**config.mk**
```make
export PLATFORM = sky130hd
export DESIGN_NAME = bmp24_stream_decoder
export DESIGN_NICKNAME = d
export VERILOG_FILES = /design/src/rtl/bmpd_pkg.sv /design/src/rtl/bmpd_hdr_check.sv /design/src/rtl/bmp24_stream_decoder.sv
export SDC_FILE = /design/constraint.sdc
export NUM_CORES = 2
export LEC_CHECK = 0
export ABC_AREA = 0
export BUFFER_PORTS_ARGS = -buffer_cell sky130_fd_sc_hd__buf_2
export CAP_MARGIN = 15
export CORE_MARGIN = 2
export CORE_UTILIZATION = 40
export DETAILED_ROUTE_END_ITERATION = 7
export GPL_TIMING_DRIVEN = 0
export SLEW_MARGIN = 0
export SYNTH_ARGS = -nofsm -noshare
export SYNTH_HDL_FRONTEND = slang
export SYNTH_SLANG_ARGS = --single-unit
```
**constraint.sdc**
```tcl
create_clock -name clk -period 8.8 [get_ports clk]
set_clock_uncertainty 0.15 [all_clocks]
set_input_delay 0.44 -clock clk [delete_from_list [all_inputs] [get_ports clk]]
set_output_delay 0.44 -clock clk [all_outputs]
set_load 0.03 [all_outputs]
```
**src/rtl/bmpd_pkg.sv**
```systemverilog
// bmpd_pkg: constants, header field offsets, codes and shared types
// for the bmp24 stream decoder; no dependencies
package bmpd_pkg;

	localparam int DIM_BITS = 16;
	localparam int STRIDE_W = DIM_BITS + 2;
	localparam int PROD_W   = STRIDE_W + DIM_BITS;
	localparam int SUM_W    = ((PROD_W > 32) ? PROD_W : 32) + 1;

	localparam int HDR_LEN  = 54;
	localparam int POS_HW   = 6;

	localparam logic [15:0] BMP_SIGNATURE = 16'h4d42;
	localparam logic [31:0] DIB_MIN       = 32'd40;
	localparam logic [15:0] DEPTH_24      = 16'd24;
	localparam logic [15:0] ONE_PLANE     = 16'd1;
	localparam logic [32:0] FILE_HDR_LEN  = 33'd14;

	// byte offsets of the header fields that are checked
	localparam int OFS_SIG    = 0;
	localparam int OFS_OFFSET = 10;
	localparam int OFS_DIB    = 14;
	localparam int OFS_WIDTH  = 18;
	localparam int OFS_HEIGHT = 22;
	localparam int OFS_PLANES = 26;
	localparam int OFS_BPP    = 28;
	localparam int OFS_COMP   = 30;

	localparam logic [1:0] KIND_HEADER = 2'd0;
	localparam logic [1:0] KIND_PIXEL  = 2'd1;
	localparam logic [1:0] KIND_ERROR  = 2'd2;

	localparam logic [3:0] ERR_NONE   = 4'd0;
	localparam logic [3:0] ERR_SIG    = 4'd1;
	localparam logic [3:0] ERR_DIB    = 4'd2;
	localparam logic [3:0] ERR_DIM    = 4'd3;
	localparam logic [3:0] ERR_PLANES = 4'd4;
	localparam logic [3:0] ERR_DEPTH  = 4'd5;
	localparam logic [3:0] ERR_COMP   = 4'd6;
	localparam logic [3:0] ERR_OFFSET = 4'd7;
	localparam logic [3:0] ERR_SHORT  = 4'd8;

	typedef struct packed {
		logic [3:0]          err;
		logic [DIM_BITS-1:0] width;
		logic [DIM_BITS-1:0] height;
		logic [31:0]         offset;
		logic [STRIDE_W-1:0] row_bytes;
		logic [STRIDE_W-1:0] stride;
	} hdr_res_t;

	function automatic logic in_field(logic [POS_HW-1:0] pos, int unsigned at,
		int unsigned len);
		return (pos >= POS_HW'(at)) && (pos < POS_HW'(at + len));
	endfunction

endpackage

```
**src/rtl/bmpd_hdr_check.sv**
```systemverilog
// bmpd_hdr_check: captures the checked header fields byte by byte and
// gives the check verdict, dimensions and row geometry; uses bmpd_pkg
module bmpd_hdr_check import bmpd_pkg::*; (
	input  logic              clk,
	input  logic              cap,
	input  logic [POS_HW-1:0] pos,
	input  logic [7:0]        data_byte,
	input  logic [31:0]       file_size,
	output hdr_res_t          res
);

	logic [15:0] sig_q;
	logic [31:0] offs_q;
	logic [31:0] dib_q;
	logic [31:0] width_q;
	logic [31:0] height_q;
	logic [15:0] planes_q;
	logic [15:0] bpp_q;
	logic [31:0] comp_q;

	logic [STRIDE_W-1:0] row_bytes;
	logic [STRIDE_W-1:0] stride;
	logic [PROD_W-1:0]   prod_s1;
	logic [SUM_W-1:0]    sum_s2;

	// little-endian fields fill by shifting each new byte in at the top
	always_ff @(posedge clk) begin
		if (cap && in_field(pos, OFS_SIG, 2))    sig_q    <= {data_byte, sig_q[15:8]};
		if (cap && in_field(pos, OFS_OFFSET, 4)) offs_q   <= {data_byte, offs_q[31:8]};
		if (cap && in_field(pos, OFS_DIB, 4))    dib_q    <= {data_byte, dib_q[31:8]};
		if (cap && in_field(pos, OFS_WIDTH, 4))  width_q  <= {data_byte, width_q[31:8]};
		if (cap && in_field(pos, OFS_HEIGHT, 4)) height_q <= {data_byte, height_q[31:8]};
		if (cap && in_field(pos, OFS_PLANES, 2)) planes_q <= {data_byte, planes_q[15:8]};
		if (cap && in_field(pos, OFS_BPP, 2))    bpp_q    <= {data_byte, bpp_q[15:8]};
		if (cap && in_field(pos, OFS_COMP, 4))   comp_q   <= {data_byte, comp_q[31:8]};
	end

	assign row_bytes = STRIDE_W'({width_q[DIM_BITS-1:0], 1'b0})
		+ STRIDE_W'(width_q[DIM_BITS-1:0]);
	assign stride = (row_bytes + STRIDE_W'(3)) & ~STRIDE_W'(3);

	// pixel area end runs ahead every cycle; fields are complete long before
	// the final header byte arrives
	always_ff @(posedge clk) begin
		prod_s1 <= PROD_W'(stride) * PROD_W'(height_q[DIM_BITS-1:0]);
		sum_s2  <= SUM_W'(offs_q) + SUM_W'(prod_s1);
	end

	always_comb begin
		priority if (sig_q != BMP_SIGNATURE) begin
			res.err = ERR_SIG;
		end else if (dib_q < DIB_MIN) begin
			res.err = ERR_DIB;
		end else if ((width_q == '0) || (height_q == '0)
			|| (width_q[31:DIM_BITS] != '0) || (height_q[31:DIM_BITS] != '0)) begin
			res.err = ERR_DIM;
		end else if (planes_q != ONE_PLANE) begin
			res.err = ERR_PLANES;
		end else if (bpp_q != DEPTH_24) begin
			res.err = ERR_DEPTH;
		end else if (comp_q != '0) begin
			res.err = ERR_COMP;
		end else if ({1'b0, offs_q} < ({1'b0, dib_q} + FILE_HDR_LEN)) begin
			res.err = ERR_OFFSET;
		end else if (sum_s2 > SUM_W'(file_size)) begin
			res.err = ERR_SHORT;
		end else begin
			res.err = ERR_NONE;
		end
		res.width     = width_q[DIM_BITS-1:0];
		res.height    = height_q[DIM_BITS-1:0];
		res.offset    = offs_q;
		res.row_bytes = row_bytes;
		res.stride    = stride;
	end

endmodule

```
**src/rtl/bmp24_stream_decoder.sv**
```systemverilog
// bmp24_stream_decoder: top level, byte stream in, header/pixel/error items out
// depends on bmpd_pkg and bmpd_hdr_check
//
// channel   dir  handshake          payload
// s_*       in   s_tvalid/s_tready  tdata: data_byte; tuser: cmd
// m_*       out  m_tvalid/m_tready  tdata: colours, dims, error; tuser: kind; tlast: last
// cfg_*     in   cfg_wen            cfg_wdata: file_size
//
// one byte accepted per cycle unless the skid entry is full; each result is registered
// the final header byte is checked combinationally against fields captured earlier
// reset clears phase, counters, kept geometry and file_size
// an output register plus one skid entry let input continue while output stalls;
// input is held off only while the skid entry is full
module bmp24_stream_decoder import bmpd_pkg::*; (
	input  logic        clk,
	input  logic        arst_n,
	input  logic        s_tvalid,
	output logic        s_tready,
	input  logic [7:0]  s_tdata,   // [7:0] data_byte
	input  logic [0:0]  s_tuser,   // [0] cmd
	output logic        m_tvalid,
	input  logic        m_tready,
	output logic [63:0] m_tdata,   // [7:0] red, [15:8] green, [23:16] blue,
	                               // [39:24] image_width, [55:40] image_height,
	                               // [59:56] error_code, rest zero
	output logic [1:0]  m_tuser,   // [1:0] kind
	output logic        m_tlast,   // last
	input  logic        cfg_wen,
	input  logic [31:0] cfg_wdata
);

	localparam logic [1:0] PH_HEADER = 2'd0;
	localparam logic [1:0] PH_SKIP   = 2'd1;
	localparam logic [1:0] PH_PIXELS = 2'd2;
	localparam logic [1:0] PH_DONE   = 2'd3;

	typedef struct packed {
		logic [1:0]  kind;
		logic [7:0]  red;
		logic [7:0]  green;
		logic [7:0]  blue;
		logic [15:0] width;
		logic [15:0] height;
		logic [3:0]  err;
		logic        last;
	} res_t;

	logic [1:0]          phase_q;
	logic [31:0]         pos_q;
	logic [DIM_BITS-1:0] row_q;
	logic [STRIDE_W-1:0] bir_q;
	logic [1:0]          slot_q;
	logic [7:0]          blue_q;
	logic [7:0]          green_q;
	logic [DIM_BITS-1:0] kept_h_q;
	logic [31:0]         kept_offs_q;
	logic [STRIDE_W-1:0] row_bytes_q;
	logic [STRIDE_W-1:0] stride_q;
	logic [31:0]         file_size_q;

	logic out_v_q;
	logic skid_v_q;
	res_t out_q;
	res_t skid_q;

	logic                acc;
	logic                data_acc;
	logic                hdr_end;
	logic                in_row;
	logic                pix_last;
	logic [STRIDE_W-1:0] bir_inc;
	logic                row_end;
	logic [31:0]         pos_inc;
	hdr_res_t            hres;
	res_t                res;
	logic                res_v;

	assign s_tready = !skid_v_q;
	assign acc      = s_tvalid && s_tready;
	assign data_acc = acc && !s_tuser[0];

	bmpd_hdr_check u_hdr_check (
		.clk       (clk),
		.cap       (data_acc && (phase_q == PH_HEADER)),
		.pos       (pos_q[POS_HW-1:0]),
		.data_byte (s_tdata),
		.file_size (file_size_q),
		.res       (hres)
	);

	assign pos_inc  = pos_q + 32'd1;
	assign hdr_end  = (phase_q == PH_HEADER) && (pos_q[POS_HW-1:0] == POS_HW'(HDR_LEN - 1));
	assign in_row   = bir_q < row_bytes_q;
	assign bir_inc  = bir_q + STRIDE_W'(1);
	assign row_end  = bir_inc >= stride_q;
	assign pix_last = ((row_q + DIM_BITS'(1)) == kept_h_q) && (bir_inc == row_bytes_q);

	always_comb begin
		res   = '0;
		res_v = 1'b0;
		if (data_acc) begin
			unique case (phase_q)
				PH_HEADER: begin
					if (hdr_end) begin
						res_v = 1'b1;
						if (hres.err != ERR_NONE) begin
							res.kind = KIND_ERROR;
							res.err  = hres.err;
						end else begin
							res.kind   = KIND_HEADER;
							res.width  = 16'(hres.width);
							res.height = 16'(hres.height);
						end
					end
				end
				PH_PIXELS: begin
					if (in_row && (slot_q == 2'd2)) begin
						res_v     = 1'b1;
						res.kind  = KIND_PIXEL;
						res.red   = s_tdata;
						res.green = green_q;
						res.blue  = blue_q;
						res.last  = pix_last;
					end
				end
				default: begin
				end
			endcase
		end
	end

	always_ff @(posedge clk or negedge arst_n) begin
		if (!arst_n) begin
			file_size_q <= '0;
		end else if (cfg_wen) begin
			file_size_q <= cfg_wdata;
		end
	end

	always_ff @(posedge clk or negedge arst_n) begin
		if (!arst_n) begin
			phase_q     <= PH_HEADER;
			pos_q       <= '0;
			row_q       <= '0;
			bir_q       <= '0;
			slot_q      <= '0;
			kept_h_q    <= '0;
			kept_offs_q <= '0;
			row_bytes_q <= '0;
			stride_q    <= '0;
		end else if (acc && s_tuser[0]) begin
			phase_q <= PH_HEADER;
			pos_q   <= '0;
			row_q   <= '0;
			bir_q   <= '0;
			slot_q  <= '0;
		end else if (data_acc) begin
			unique case (phase_q)
				PH_HEADER: begin
					pos_q <= pos_inc;
					if (hdr_end) begin
						if (hres.err != ERR_NONE) begin
							phase_q <= PH_DONE;
						end else begin
							kept_h_q    <= hres.height;
							kept_offs_q <= hres.offset;
							row_bytes_q <= hres.row_bytes;
							stride_q    <= hres.stride;
							row_q       <= '0;
							bir_q       <= '0;
							slot_q      <= '0;
							phase_q     <= (32'(HDR_LEN) >= hres.offset) ? PH_PIXELS : PH_SKIP;
						end
					end
				end
				PH_SKIP: begin
					pos_q <= pos_inc;
					if (pos_inc >= kept_offs_q) phase_q <= PH_PIXELS;
				end
				PH_PIXELS: begin
					if (in_row && (slot_q == 2'd2) && pix_last) begin
						phase_q <= PH_DONE;
					end else if (row_end) begin
						bir_q  <= '0;
						slot_q <= '0;
						row_q  <= row_q + DIM_BITS'(1);
					end else begin
						bir_q  <= bir_inc;
						// slot wraps every triple; padding bytes only cycle it until row end
						slot_q <= (slot_q == 2'd2) ? 2'd0 : slot_q + 2'd1;
					end
				end
				default: begin
				end
			endcase
		end
	end

	always_ff @(posedge clk) begin
		if (data_acc && (phase_q == PH_PIXELS) && in_row) begin
			if (slot_q == 2'd0) blue_q <= s_tdata;
			if (slot_q == 2'd1) green_q <= s_tdata;
		end
	end

	// output register with one skid entry behind it
	always_ff @(posedge clk or negedge arst_n) begin
		if (!arst_n) begin
			out_v_q  <= 1'b0;
			skid_v_q <= 1'b0;
		end else if (out_v_q && !m_tready) begin
			if (res_v) skid_v_q <= 1'b1;
		end else if (skid_v_q) begin
			out_v_q  <= 1'b1;
			skid_v_q <= 1'b0;
		end else begin
			out_v_q <= res_v;
		end
	end

	always_ff @(posedge clk) begin
		if (out_v_q && !m_tready) begin
			if (res_v) skid_q <= res;
		end else if (skid_v_q) begin
			out_q <= skid_q;
		end else begin
			out_q <= res;
		end
	end

	assign m_tvalid = out_v_q;
	assign m_tdata  = {4'b0, out_q.err, out_q.height, out_q.width,
		out_q.blue, out_q.green, out_q.red};
	assign m_tuser  = out_q.kind;
	assign m_tlast  = out_q.last;

`ifndef SYNTH
	a_skid_behind_out: assert property (@(posedge clk) disable iff (!arst_n)
		skid_v_q |-> out_v_q)
		else $error("skid entry full while output register empty");

	a_last_ends_image: assert property (@(posedge clk) disable iff (!arst_n)
		(res_v && res.last) |=> (phase_q == PH_DONE))
		else $error("final pixel did not end the image");

	a_header_pos_range: assert property (@(posedge clk) disable iff (!arst_n)
		(phase_q == PH_HEADER) |-> (pos_q < 32'(HDR_LEN)))
		else $error("header position ran past the header");

	a_row_pos_range: assert property (@(posedge clk) disable iff (!arst_n)
		(phase_q == PH_PIXELS) |-> (bir_q < stride_q))
		else $error("byte in row beyond stride");
`endif

endmodule

```
=== Word level (Yosys, flattened, before mapping) ===
Cells that the tools add are included.

* Mux-type cells: 61
* $lt $le $gt $ge: 23
* Multipliers: 1
* Reduce and logical (&&, ||, !) cells: 54
* Eq/ne operators: 17
* Add/sub/neg operators: 8
* Bitwise logic cells: 2

{| class="wikitable"
|+ Operator list
! kind !! number
|-
| 32-bit 2-to-1 mux || 4
|-
| 63-bit 2-to-1 mux || 2
|-
| 18-bit 2-to-1 mux || 6
|-
| 16-bit 2-to-1 mux || 6
|-
| 36-bit 2-to-1 mux || 2
|-
| 32-bit logical NOT || 2
|-
| 4-bit 2-to-1 mux || 9
|-
| 18-bit one-hot mux with 2 select lines || 1
|-
| 32-bit by 34-bit adder with 35-bit output || 1
|-
| 35-bit by 32-bit > comparator with 1-bit output || 1
|-
| 32-bit by 4-bit adder with 33-bit output (second input constant) || 1
|-
| 32-bit by 33-bit < comparator with 1-bit output || 1
|-
| 32-bit by 1-bit adder with 32-bit output (second input constant) || 1
|-
| 32-bit greater-or-equal comparator || 1
|-
| 6-bit by 32-bit greater-or-equal comparator with 1-bit output (first input constant) || 1
|-
| 32-bit by 6-bit < comparator with 1-bit output (second input constant) || 1
|-
| 16-bit by 16-bit multiplier with 32-bit output || 1
|-
| 2-bit 2-to-1 mux || 16
|-
| 16-bit one-hot mux with 2 select lines || 1
|-
| 16-bit nonzero test || 2
|-
| 32-bit nonzero test || 1
|-
| 6-bit by 5-bit greater-or-equal comparator with 1-bit output (second input constant) || 5
|-
| 6-bit by 5-bit < comparator with 1-bit output (second input constant) || 5
|-
| 1-bit logical AND || 27
|-
| other kinds (40) || 68
|}

* Bits in registers: 603
* Logic and storage cells: 206
* Output and inout bits: 69

=== Longest topological paths before layout ===
* Depth after elaboration: 15
* Gate-level depth with buffers: 36

=== Modules after synthesis ===
Synthesis repeated with hierarchy kept, for this count alone.

* Cell total of the unflattened synthesis: 3504
* Area, all modules: 38159.1 um^2

{| class="wikitable"
|+ By module, submodules not included
! module !! cells an instance !! sequential area each (um^2) !! times used !! area each (um^2)
|-
| bmpd_hdr_check || 2034 || 7587.3 || 1 || 21684.5
|-
| bmp24_stream_decoder || 1470 || 8968.6 || 1 || 16474.6
|}

=== Worst setup path after synthesis ===
Ideal clock, no wire load.

* Path kind: register to register
* Start: register u_hdr_check.width_q[0]
* End: register u_hdr_check.prod_s1[33]
* Setup slack: -0.386 ns
* Path buffers: 2
* Cell stages (with the launch flop): 34
* Required time: 8.530 ns
* Arrival time: 8.916 ns
* Path through: edfxtp_1 ha_1 inv_1 fa_1 o21bai_1 nor4_1 nand3_1 nor4b_1 and3_1 clkbuf_1 nand2_1 xor2_1 clkbuf_1 nand2_1 fa_1 fa_1 inv_1 fa_1 fa_1 fa_1 inv_1 fa_1 inv_1 ha_1 a21o_1 a21o_1 a31o_2 a21o_1 a22o_1 o41a_1 a211oi_1 o221ai_1 a21oi_1 xnor2_1

* Word-level cells in the longest chain between the ends: 3

{| class="wikitable"
|+ RTL lines
! item !! line !! RTL
|-
| start: declaration || bmpd_hdr_check.sv:15 || <nowiki>logic [31:0] width_q;</nowiki>
|-
| start signal: assignment || bmpd_hdr_check.sv:31 || <nowiki>if (cap && in_field(pos, OFS_WIDTH, 4)) width_q <= {data_byte, width_q[31:8]};</nowiki>
|-
| 17-bit by 16-bit adder with 18-bit output || bmpd_hdr_check.sv:39 || <nowiki>+ STRIDE_W'(width_q[DIM_BITS-1:0]);</nowiki>
|-
| 18-bit by 2-bit adder with 18-bit output || bmpd_hdr_check.sv:40 || <nowiki>assign stride = (row_bytes + STRIDE_W'(3)) & ~STRIDE_W'(3);</nowiki>
|-
| 16-bit by 16-bit multiplier with 32-bit output || bmpd_hdr_check.sv:45 || <nowiki>prod_s1 <= PROD_W'(stride) * PROD_W'(height_q[DIM_BITS-1:0]);</nowiki>
|-
| end signal: assignment || bmpd_hdr_check.sv:45 ||
|-
| end: declaration || bmpd_hdr_check.sv:23 || <nowiki>logic [PROD_W-1:0] prod_s1;</nowiki>
|}

No other way between the ends.
A chain may end at the register's enable or synchronous reset.

=== Final worst setup path ===
* Start: register u_hdr_check.width_q[1]
* End: register u_hdr_check.prod_s1[33]

Same word-level chain as after synthesis.

==> impl_metrics.toml <==
[status]
outcome = "finished, violations left"
violations = "negative setup slack"

[sta]
tightest_slew_ps = 1206
setup_violations = 3
maxSlewViolCount = 0
period_share_pct = 104.0
timing.final.ws_setup_ps = -349.8
fin_crit_ps = 9150
hold_viol_final = 0
slew_headroom_pct = 18.83
fmaxAchievable_ghz = 0.1093
tns_ps = -556.6
rsz0062_at_grt = "yes"

[cells_and_area]
final_area_um2 = 43540
fin_cells = 5046
drive_above_1_share_pct = 13.21
final.fill_count = 8541
regArea_um2 = 16510
multi_input_area_um2 = 19580
area_growth_pct = 16.44
fin_nets = 4276
insertedDiodeCount = 0

[floorplanning]
start_util_pct = 40.19
num_io_pins = 115
die_area_um2 = 95940
core_um2 = 93050
num_rows = 112
fp.dieW_um = 309.7
die_y_um = 309.7

[detailed_routing]
via_count = 26550
routedWlPerCell_um = 19.23
routed_wl_um = 97040
drc_errors = 0
vias_per_cell = 5.261
ant_nets = 0
firstDrtPassIters = 7
dr.first_iter.drc_count = 1821

[logic_synthesis]
ys_types = 83
synth_edf_count = 350
synth_top_cell_by_area = "edfxtp_1"
synthCells = 3444
yosysMostFrequentCell = "inv_1"
async_flop_share_pct = 30.85
ys_dominant_reg_cell = "edfxtp_1"
synth_area_um2 = 37390
ys_warn_count = 0
ys_top_cells_by_area = "edfxtp_1 28%, dfrtp_1 12%, fa_1 10%"
ys_ff_latch = 603
ys_seq_area_share_pct = 44.14
synth_top_area_share_pct = 28.11
avgSynthCellArea_um2 = 10.86
yosys-top-cells-count = "414 x inv_1, 350 x edfxtp_1, 335 x nand2_1"

[critical_path]
path_class = "flop to flop"
worst_ep_required_time_ps = 9200
slowest_stage = "fa_2"
worstPathArrival_ps = 9550
crit_start = "u_hdr_check.width_q[1]$_DFFE_PP_"
cpMostUsedCell = "fa_1"
r2r-start = "u_hdr_check.width_q[1]$_DFFE_PP_"
end_kind = "flop"
worstRegToRegCells = 35
critPathLaunchType = "flop"
reg2reg_to = "u_hdr_check.prod_s1[33]$_DFF_P_"
rrSetupSlack_ps = -350
crit_fanout = 4
cpPeakStageDelay_ps = 550

[clocking]
cts_root_buffer = "clkbuf_16"
clock_sinks = 603
cts_tree = "built"
clk_path_buf_depth = 3
numCtsBuffers = 68
clk_latency_ps = 660
cts.clk_slew.worst_paths_ps = 60
cts_max_level = 3

[global_routing]
antenna_found_initial = 4
grt_pass1_vias = 26280
grt_pass1_wl_um = 150300
grt_usage_pct = 20.32
grt_max_degree = 101
overflow = 0

[placed_design]
gp_congestion = 0.9119
placed_cell_area_um2 = 39830
io_buffers = 109
dp.cells = 4827
hpwl_um = 71240

[pwr]
internal-power_mw = 4.756
p_switching_mw = 1.555
pwr_density_cell_nw_per_um2 = 144.9
power.leakage_nw = 19.69
power_frac_seq_pct = 48.6
max-vdd-ir-drop_mv = 0.1166
switching_share_pct = 24.64
pwr-share-comb_pct = 7.7
clkPwrFrac_pct = 43.8

[worst_hold_path]
min_path_type = "primary input to flop"
min_from = "cfg_wen"
whs_path_depth = 3
holdPathEnd = "file_size_q[31]$_DFFE_PN0P_"

[job]
cap_viol_max_count = 0
power groups by stage:
stage          clock, mW  sequential (mW)  combinational (mW)
2_1_floorplan          0             3.12               0.292
3_3_place_gp           0             3.12               0.458
3_5_place_dp           0             3.12               0.470
4_1_cts             2.82             3.06               0.483
5_1_grt             2.93             3.07               0.542
6_report            2.76             3.06               0.485
cell usage in the layout, fill, tap and decap left out, types with 50 or more instances in the layout:
cell type	n
edfxtp_1	350
a21oi_1	90
dfrtp_1	186
inv_1	402
xor2_1	57
buf_4	64
clkbuf_16	69
nand3_1	54
buf_2	131
xnor2_1	103
nand4_1	53
clkbuf_1	93
fa_1	187
nor4_1	50
a21o_1	108
nor2_1	118
o21ai_0	156
and2_1	174
mux2_2	52
ha_1	286
dfxtp_1	67
nand2_1	332
metal layers:
layer / share of wire [%] / GRT usage, % / up-vias
met1: 44 / 26.87 / 13270
met5: 0.013 / 0 / -
met4: 3.5 / 7.269 / 2
met3: 4.1 / 2.575 / 185
li1: - / - / 12470
met2: 49 / 34.30 / 627
state kept, by name, summed over array words and instances (netlist names), 18 cells and up:
register              count
bir_q                    18
file_size_q              32
kept_offs_q              32
m_tdata                  60
pos_q                    32
row_bytes_q              18
skid_q                   63
u_hdr_check.comp_q       32
u_hdr_check.dib_q        32
u_hdr_check.height_q     32
u_hdr_check.offs_q       32
u_hdr_check.prod_s1      32
u_hdr_check.sum_s2       35
u_hdr_check.width_q      32
per-stage QoR:
stage	hold slack, ps	total power, mW	util, %	setup slack [ps]
6_report	116.0	6.311	46.79	-349.8
5_1_grt	141.0	6.541	46.79	-632.9
4_1_cts	81.04	6.363	46.21	-594.1
3_5_place_dp	275.8	3.590	42.80	-1642
3_3_place_gp	277.5	3.577	42.51	-1630
2_1_floorplan	-5.591	3.414	-	14.87
critical path, delay by kind of cell (launching register included):
kind | cells | cell delay (ps)
xor+xnor | 2 | 430
flops | 1 | 440
simple gates | 6 | 1230
compound gates | 12 | 2720
fa+ha+maj | 9 | 3610
buf+inv | 6 | 450
worst max path at each step:
stage	end	slack, ps	cells past startpoint
floorplan	u_hdr_check.prod_s1[33]$_DFF_P_	10	32
global placement	u_hdr_check.prod_s1[32]$_DFF_P_	-1630	31
detailed placement	u_hdr_check.prod_s1[32]$_DFF_P_	-1640	31
CTS	u_hdr_check.prod_s1[33]$_DFF_P_	-590	33
global route	u_hdr_check.prod_s1[33]$_DFF_P_	-630	34
finish	u_hdr_check.prod_s1[33]$_DFF_P_	-350	35
final cells by class:
class | instances | share of cell area (%)
clock buffer | 88 | 4.176
sequential | 603 | 37.91
tap | 1254 | 3.604
buffer | 117 | 1.313
multi-input combinational | 2311 | 44.97
inverter | 414 | 3.569
timing repair buffer | 221 | 3.647
clock inverter | 38 | 0.8075
kinds of logic (layout without fill, tap and decap cells):
family / after synthesis / count (layout) / synth area share [%]
AO/OA/AOI/OAI: 566 / 566 / 10.03
XOR/XNOR: 187 / 187 / 4.491
adder cells (fa/ha/maj): 494 / 494 / 20.47
buffers and inverters: 533 / 878 / 5.514
flip-flops: 603 / 603 / 44.14
multiplexers: 63 / 63 / 1.860
other: 1 / 4 / 0.01003
AND/OR/NAND/NOR: 997 / 997 / 13.49
what timing repair did:
item                                    CTS  global route
endpoints found under the setup margin   19            13
resized for setup                        83            70
endpoints found under the hold margin   118             0
hold buffers                             33             0
pin swaps                                48            73
buffers inserted                         32            29
No activity file was read; power rests on OpenSTA's default activity.
